File: src/hdl/sbq_pkg.sv
package sbq_pkg;

   localparam int BANDS = 10;
   localparam int BAND_BITS = 4;
   localparam int SAMPLE_BITS = 24;
   localparam int COEF_BITS = 32;
   localparam int COEF_FRAC_BITS = 29;
   localparam int STATE_BITS = 40;
   localparam int PROD_BITS = COEF_BITS + STATE_BITS;
   localparam int NCOEF = 5;
   localparam int CIDX_BITS = 6;

   localparam logic [1:0] CMD_WRITE = 2'd0;
   localparam logic [1:0] CMD_PROCESS = 2'd1;
   localparam logic [1:0] CMD_CLEAR = 2'd2;

   localparam logic [2:0] SEL_B0 = 3'd0;
   localparam logic [2:0] SEL_B1 = 3'd1;
   localparam logic [2:0] SEL_B2 = 3'd2;
   localparam logic [2:0] SEL_A0 = 3'd3;
   localparam logic [2:0] SEL_A1 = 3'd4;
   localparam logic [2:0] SEL_A2 = 3'd5;

   typedef struct packed {
      logic [1:0] command;
      logic [3:0] band;
      logic [2:0] coef_select;
      logic signed [COEF_BITS-1:0] coef_value;
      logic signed [SAMPLE_BITS-1:0] left_in;
      logic signed [SAMPLE_BITS-1:0] right_in;
   } req_type;

   typedef struct packed {
      logic signed [SAMPLE_BITS-1:0] left_out;
      logic signed [SAMPLE_BITS-1:0] right_out;
   } rsp_type;

   // control from sequencer to lanes
   typedef struct packed {
      logic load;
      logic clear;
      logic [2:0] step;
      logic [BAND_BITS-1:0] band;
      logic en;
   } lane_ctl_type;

   function automatic logic signed [STATE_BITS-1:0] rnd_shift(
      input logic signed [PROD_BITS-1:0] p);
      logic signed [PROD_BITS-1:0] t;
      begin
         t = p + (PROD_BITS'(1) <<< (COEF_FRAC_BITS - 1));
         rnd_shift = STATE_BITS'(t >>> COEF_FRAC_BITS);
      end
   endfunction

   function automatic logic signed [STATE_BITS-1:0] sat_state(
      input logic signed [STATE_BITS+1:0] v);
      logic signed [STATE_BITS+1:0] hi;
      begin
         hi = (STATE_BITS+2)'((64'sd1 <<< (STATE_BITS - 1)) - 1);
         if (v > hi) sat_state = hi[STATE_BITS-1:0];
         else if (v < -hi - 1) sat_state = ~hi[STATE_BITS-1:0];
         else sat_state = v[STATE_BITS-1:0];
      end
   endfunction

   function automatic logic signed [SAMPLE_BITS-1:0] sat_sample(
      input logic signed [STATE_BITS+1:0] v);
      logic signed [STATE_BITS+1:0] hi;
      begin
         hi = (STATE_BITS+2)'((64'sd1 <<< (SAMPLE_BITS - 1)) - 1);
         if (v > hi) sat_sample = hi[SAMPLE_BITS-1:0];
         else if (v < -hi - 1) sat_sample = ~hi[SAMPLE_BITS-1:0];
         else sat_sample = v[SAMPLE_BITS-1:0];
      end
   endfunction

endpackage

File: src/hdl/sbq_lane.sv
module sbq_lane
   import sbq_pkg::*;
(
   input  logic clock,
   input  logic reset,
   input  lane_ctl_type ctl,
   input  logic signed [COEF_BITS-1:0] coef,
   input  logic signed [SAMPLE_BITS-1:0] sample_in,
   output logic signed [SAMPLE_BITS-1:0] sample_out
);

   // per-band delay states, one read slot each
   logic signed [STATE_BITS-1:0] s1_ff [BANDS];
   logic signed [STATE_BITS-1:0] s2_ff [BANDS];
   logic signed [SAMPLE_BITS-1:0] x_ff, x_in, y_ff, y_in;
   logic signed [STATE_BITS+1:0] acc_ff, acc_in;
   logic signed [STATE_BITS-1:0] bx2_ff, bx2_in;
   logic signed [PROD_BITS-1:0] prod_ff;
   logic signed [STATE_BITS-1:0] r;
   logic signed [SAMPLE_BITS-1:0] mop;

   // multiplier operand: x for b terms, y for a terms
   assign mop = (ctl.step == 3'd1 || ctl.step == 3'd2 || ctl.step == 3'd3) ? x_ff : y_ff;
   assign r = rnd_shift(prod_ff);

   // step sequence: 1 b0*x, 2 b1*x (y ready), 3 b2*x (s1 part), 4 a1*y, 5 a2*y
   always_comb begin
      x_in = x_ff;
      y_in = y_ff;
      acc_in = acc_ff;
      bx2_in = bx2_ff;
      if (ctl.load) x_in = sample_in;
      else if (ctl.en) begin
         case (ctl.step)
            3'd2: y_in = sat_sample((STATE_BITS+2)'(r) + (STATE_BITS+2)'(s1_ff[ctl.band]));
            3'd3: acc_in = (STATE_BITS+2)'(r) + (STATE_BITS+2)'(s2_ff[ctl.band]);
            3'd4: bx2_in = r;
            3'd6: x_in = y_ff;
            default: ;
         endcase
      end
   end

   always_ff @(posedge clock) begin
      prod_ff <= PROD_BITS'(coef) * PROD_BITS'(mop);
      x_ff <= x_in;
      y_ff <= y_in;
      acc_ff <= acc_in;
      bx2_ff <= bx2_in;
   end

   // state updates: step 5 sees a1*y, step 6 sees a2*y
   always_ff @(posedge clock) begin
      if (reset || ctl.clear) begin
         for (int i = 0; i < BANDS; i++) begin
            s1_ff[i] <= '0;
            s2_ff[i] <= '0;
         end
      end else if (ctl.en && ctl.step == 3'd5) begin
         s1_ff[ctl.band] <= sat_state(acc_ff - (STATE_BITS+2)'(r));
      end else if (ctl.en && ctl.step == 3'd6) begin
         s2_ff[ctl.band] <= sat_state((STATE_BITS+2)'(bx2_ff) - (STATE_BITS+2)'(r));
      end
   end

   assign sample_out = x_ff;

endmodule

File: config.mk
export PLATFORM = sky130hd
export DESIGN_NAME = sbq_lane
export DESIGN_NICKNAME = d
export VERILOG_FILES = /design/src/hdl/sbq_pkg.sv /design/src/hdl/sbq_lane.sv
export SDC_FILE = /design/constraint.sdc
export NUM_CORES = 2
export LEC_CHECK = 0
export ABC_AREA = 1
export BUFFER_PORTS_ARGS = -buffer_cell sky130_fd_sc_hd__buf_2
export CAP_MARGIN = 20
export CORE_MARGIN = 2
export CORE_UTILIZATION = 40
export DETAILED_ROUTE_END_ITERATION = 6
export PLACE_DENSITY = 0.56
export SYNTH_ARGS = -nofsm -noshare
export SYNTH_HDL_FRONTEND = slang
export SYNTH_SLANG_ARGS = --single-unit
export TNS_END_PERCENT = 100
File: constraint.sdc
create_clock -name clock -period 22.7 [get_ports clock]
set_clock_uncertainty 0.05 [all_clocks]
set_input_delay 2.27 -clock clock [delete_from_list [all_inputs] [get_ports clock]]
set_output_delay 2.27 -clock clock [all_outputs]
set_load 0.05 [all_outputs]
After elaboration in Yosys (flattened, before gate mapping) --
Memories as Yosys holds them, arrays and structs flattened. Cells that the tools add are included.
Storage, ports and cells: flip-flop bits (word level) 174, RAM bits 800, input port bits 68, output and inout port bits 24, word-level logic and storage cells 68, memories 2
Memory list:
- s1_ff | words 10, bits a word 40, read ports 1, clocked after Yosys merged registers in 0, wr ports 10, line sbq_lane.sv:13 | logic signed [STATE_BITS-1:0] s1_ff [BANDS];
- s2_ff | words 10, bits a word 40, read ports 1, clocked after Yosys merged registers in 0, wr ports 10, line sbq_lane.sv:14 | logic signed [STATE_BITS-1:0] s2_ff [BANDS];
Cells by class: add/subtract/negate cells 5, multipliers 1, order comparisons 6, equal/unequal tests 6, muxes and demuxes 29, bitwise gates (word level) 1, reduce and logical (&&, ||, !) cells 13
Operators with widths (count):
- 40-bit 2-to-1 mux | 11
- 24-bit 2-to-1 mux | 5
- 28-bit by 40-bit adder with 41-bit output | 2
- 40-bit OR reduction | 2
- 56-bit by 30-bit adder with 57-bit output, second input constant | 1
- 32-bit by 24-bit multiplier with 56-bit output | 1
- 42-bit by 40-bit greater-than comparator with 1-bit output, second input constant | 1
- 42-bit by 40-bit less-than comparator with 1-bit output, second input constant | 1
- 42-bit by 28-bit subtractor with 42-bit output | 1
- 41-bit by 24-bit greater-than comparator with 1-bit output, second input constant | 1
- 41-bit by 40-bit greater-than comparator with 1-bit output, second input constant | 1
- 41-bit by 24-bit less-than comparator with 1-bit output, second input constant | 1
- 41-bit by 40-bit less-than comparator with 1-bit output, second input constant | 1
- 28-bit by 28-bit subtractor with 29-bit output | 1
- 1-bit 2-to-1 mux | 11
- 3-bit equality test, second input constant | 3
- 3-bit AND reduction | 3
- 4-bit 2-to-1 mux | 2
- 3-bit by 2-bit equality test with 1-bit output, second input constant | 2
- 2-bit nonzero test | 2
- 3-bit by 1-bit equality test with 1-bit output, second input constant | 1
- 1-bit logical OR | 3
- 1-bit logical AND | 2
- 2-bit AND reduction | 1
- 1-bit NOT | 1

Logic depth before layout (Yosys ltp) --
depth in word-level cells 9, mapped depth 38, depth with buffers taken out 36

Worst setup path before layout --
No wires, ideal clock.
kind input -> register, from input port ctl[5] (netlist bit), to register prod_ff[55] (netlist name), library setup time 0.119 ns, arrival 8.984 ns, required time 22.531 ns, setup slack 13.547 ns, stages 28, buffers on the path 3, path through inv_1 nand2_1 nand2_1 buf_2 clkbuf_1 nand2_1 o21ai_0 clkbuf_1 nor2_1 fa_1 fa_1 inv_1 fa_1 inv_1 fa_1 inv_1 fa_1 inv_1 fa_1 fa_1 ha_1 inv_1 o21bai_1 nor2_1 nor2_1 a2111oi_0 nand4_1 xor2_1
On the way: word-level cells in the longest chain between the ends 5, elaborated cells between the ends (all ways) 7, classes of those cells mul: 1; eq/ne: 3; mux: 1; reduce/logical: 2
Ends and longest elaborated chain:
- start, declared | line sbq_lane.sv:6 | input lane_ctl_type ctl,
- 3-bit by 1-bit equality test with 1-bit output or 3-bit by 2-bit equality test with 1-bit output (tied branches) | line sbq_lane.sv:23 | assign mop = (ctl.step == 3'd1 || ctl.step == 3'd2 || ctl.step == 3'd3) ? x_ff : y_ff;
- 1-bit logical OR | line sbq_lane.sv:23
- 1-bit logical OR (*) | line sbq_lane.sv:23
- 24-bit 2-to-1 mux (*) | line sbq_lane.sv:23
- 32-bit by 24-bit multiplier with 56-bit output (*) | line sbq_lane.sv:45 | prod_ff <= PROD_BITS'(coef) * PROD_BITS'(mop);
Mark *: on every way between the ends. The rest lies on a longest branch, timed or not. A chain may end at the register's enable or synchronous reset.

Worst setup path in the final report --
from input port ctl[5] (netlist bit), to register prod_ff[47]
On the way: word-level cells in the longest chain between the ends 5, elaborated cells between the ends (all ways) 7, classes of those cells mul: 1; eq/ne: 3; mux: 1; reduce/logical: 2
Ends and longest elaborated chain:
- 3-bit by 1-bit equality test with 1-bit output or 3-bit by 2-bit equality test with 1-bit output (tied branches) | line sbq_lane.sv:23
- 1-bit logical OR | line sbq_lane.sv:23
- 1-bit logical OR (*) | line sbq_lane.sv:23
- 24-bit 2-to-1 mux (*) | line sbq_lane.sv:23
- 32-bit by 24-bit multiplier with 56-bit output (*) | line sbq_lane.sv:45
- end signal, assigned | line sbq_lane.sv:45
- end, declared | line sbq_lane.sv:18 | logic signed [PROD_BITS-1:0] prod_ff;
Marked as above.

==> impl_metrics.py <==
metrics = {
    "run_status": {
        "status": "finished, violations left",
        "violations": "DRC",
    },
    "placed_design": {
        "pre_cts_ws_ns": 11.91,
        "port_buffers": 91,
        "place_congestion": 0.974,
        "dp_hpwl_mm": 206,
    },
    "timing": {
        "fmax_mhz": 99.5,
        "min_period_ns": 10.05,
        "setup-tns-final_ns": 0,
        "rsz0062_at_grt": "no",
        "final.setup.worst_slack_ns": 12.65,
        "worst_pin_slew_ns": 1.17,
        "setup_viol": 0,
        "min_period_over_period_pct": 44.3,
        "hold_viol_final": 0,
        "max_slew_margin_pct": 21.4,
        "maxSlewViolCount": 0,
    },
    "detailed_routing": {
        "initialDrtViolationCount": 6579,
        "routed_wl_mm": 300,
        "vias": 68200,
        "wire_per_inst_um": 24.5,
        "drc": 1,
        "drtPass1Iterations": 7,
        "via_per_inst": 5.57,
        "final_antenna_net_count": 0,
    },
    "critical_path": {
        "r2r_setup_slack_ns": 14.52,
        "cp-start-kind": "primary input",
        "r2r-end": "prod_ff[47]",
        "crit_type": "primary input to register",
        "worstPathArrival_ns": 10.66,
        "endpoint_kind": "register",
        "cpMaxStageDelayCell": "fa_1",
        "rr_worst_depth": 22,
        "r2r_start": "y_ff[0]",
        "cp_data_required_time_ns": 23.30,
        "worstPathMaxFanout": 48,
        "crit_top_cell": "fa_1",
        "cp_slowest_stage_delay_ns": 0.85,
    },
    "synthesis": {
        "ys_warn_count": 0,
        "synthTopCellsByArea": "edfxtp_1 41%, fa_1 18%, nand2_1 7.4%",
        "synth_edf_count": 1221,
        "synthMostInstantiatedCell": "nand2_1",
        "ys_seq_area_share_pct": 41.9,
        "syn-instance-count": 9282,
        "syn_nets": 10400,
        "synthArstFlopShare_pct": 0,
        "synth_common_cells": "1,761 x nand2_1, 1,261 x inv_1, 1,221 x edfxtp_1, 1,180 x nor2_1, 786 x fa_1",
        "synth.ff_latch_count": 1249,
        "yosys.area.top_type": "edfxtp_1",
        "synth_cell_type_count": 60,
        "syn-cell-area_um2": 88900,
        "synth_top_area_share_pct": 41.2,
        "ys.flop_type": "edfxtp_1",
        "syn_avg_cell_area_um2": 9.58,
    },
    "global_route": {
        "grt_pass1_wl_mm": 448,
        "gr-total-overflow": 0,
        "grt_start_max_net_pins": 154,
        "antenna_found_initial": 4,
        "grtUsageTotal_pct": 26.6,
        "grt_pass1_vias": 68700,
    },
    "floorplanning": {
        "core_area_um2": 222000,
        "pin_count": 92,
        "die-width_um": 475,
        "rows": 173,
        "die_h_um": 475,
        "die-area_um2": 226000,
        "initial_utilization_pct": 40.1,
    },
    "final_layout": {
        "syn_to_final_growth_pct": 8.98,
        "finalNetCount": 10300,
        "n_fill_cell": 21500,
        "drive_gt1_share_pct": 8.03,
    },
    "clocking": {
        "cts.reportedPaths.clkPinSlew_ns": 0.07,
        "ctsHoldBuffers": 0,
        "clk_path_buf_depth": 3,
        "cts_made_buffers": 133,
        "cts_tree": "yes",
        "cts_num_sinks": 1249,
        "root_buffer": "clkbuf_16",
        "htreeDepth": 4,
        "cts-resized-gates": 0,
        "clock_latency_ns": 0.81,
        "cts_setup_buffers": 0,
    },
    "hold_path": {
        "holdPathEnd": "sample_out[23]",
        "whs_path_depth": 2,
        "worstHoldStart": "y_ff[23]",
        "hold_path_class": "register to register",
    },
    "job": {
        "maxCapViolCount": 0,
    },
}
sequential cells by signal, summed over array words and instances (netlist names):
signal / cells
acc_ff: 41
bx2_ff: 28
prod_ff: 28
s1_ff: 640
s2_ff: 464
sample_out: 24
y_ff: 24
layer usage:
layer	global-route usage [%]	routed length (um)	vias up	part of all wire, %
met2	43.8	142000	2877	47
met1	35.1	123000	34300	41
met5	0	13	-	0.0043
met3	4.46	22700	622	7.6
li1	-	-	30400	-
met4	10.0	12600	2	4.2
critical path, delay by kind of cell:
family / cells / cell delay [ns]
AO/OA/AOI/OAI: 5 / 1.00
XOR/XNOR: 1 / 0.18
adder cells (fa/ha/maj): 8 / 4.78
buffers and inverters: 7 / 1.70
AND/OR/NAND/NOR: 5 / 0.69
cell families after synthesis:
group	count (synthesis)	share of synthesized area, %
simple gates	3296	15.0
compound gates	1726	12.2
fa+ha+maj	1071	21.7
buf+inv	1801	7.90
flops	1249	41.9
xor+xnor	139	1.37
worst max path at each step:
stage	from	to	slack, ns	depth (start not counted)
floorplan	ctl[5]	prod_ff[55]	13.55	28
global placement	ctl[5]	prod_ff[47]	11.77	27
detailed placement	ctl[5]	prod_ff[47]	11.91	26
CTS	ctl[5]	prod_ff[47]	12.72	26
global route	ctl[6]	prod_ff[54]	12.27	26
finish	ctl[5]	prod_ff[47]	12.65	26
metrics by stage:
stage	cells	cell area [um2]	utilization (%)	hold slack, ns
after floorplan	9282	88900	-	0.510
after global placement	12000	92300	41.7	0.547
after detailed placement	12000	92400	41.7	0.555
after CTS	12200	96800	43.7	0.570
after global routing	12200	96900	43.7	0.621
final	12200	96900	43.7	0.581
cell type report:
class / instances / area (um2) / area share (%)
Antenna cell: 2 / 5.00 / 0.00517
Clock buffer: 165 / 3530 / 3.65
Clock inverter: 72 / 871 / 0.899
Inverter: 1320 / 4980 / 5.14
Multi-Input combinational cell: 6232 / 44900 / 46.4
Sequential cell: 1249 / 37200 / 38.4
Tap cell: 2975 / 3720 / 3.84
Timing Repair Buffer: 227 / 1640 / 1.70
cell usage in the layout, fill, tap and decap left out, drive strengths merged, types with 41 or more instances in the layout:
master  synthesis  final
inv          1279   1292
a21oi         952    952
xor2          100    100
o21ai         307    307
nand2        1772   1772
nand3         213    213
nand4          41     41
o31ai          55     55
clkinv         41     87
nor3           52     52
nor2         1192   1192
o221ai         47     47
a221oi        172    172
buf            95    227
fa            786    786
ha            285    285
clkbuf        386    165
edfxtp       1221   1221
Power is left out: the tool's default activity adds up to more than one toggle a clock period on the data nets, which glitch-free logic cannot reach.
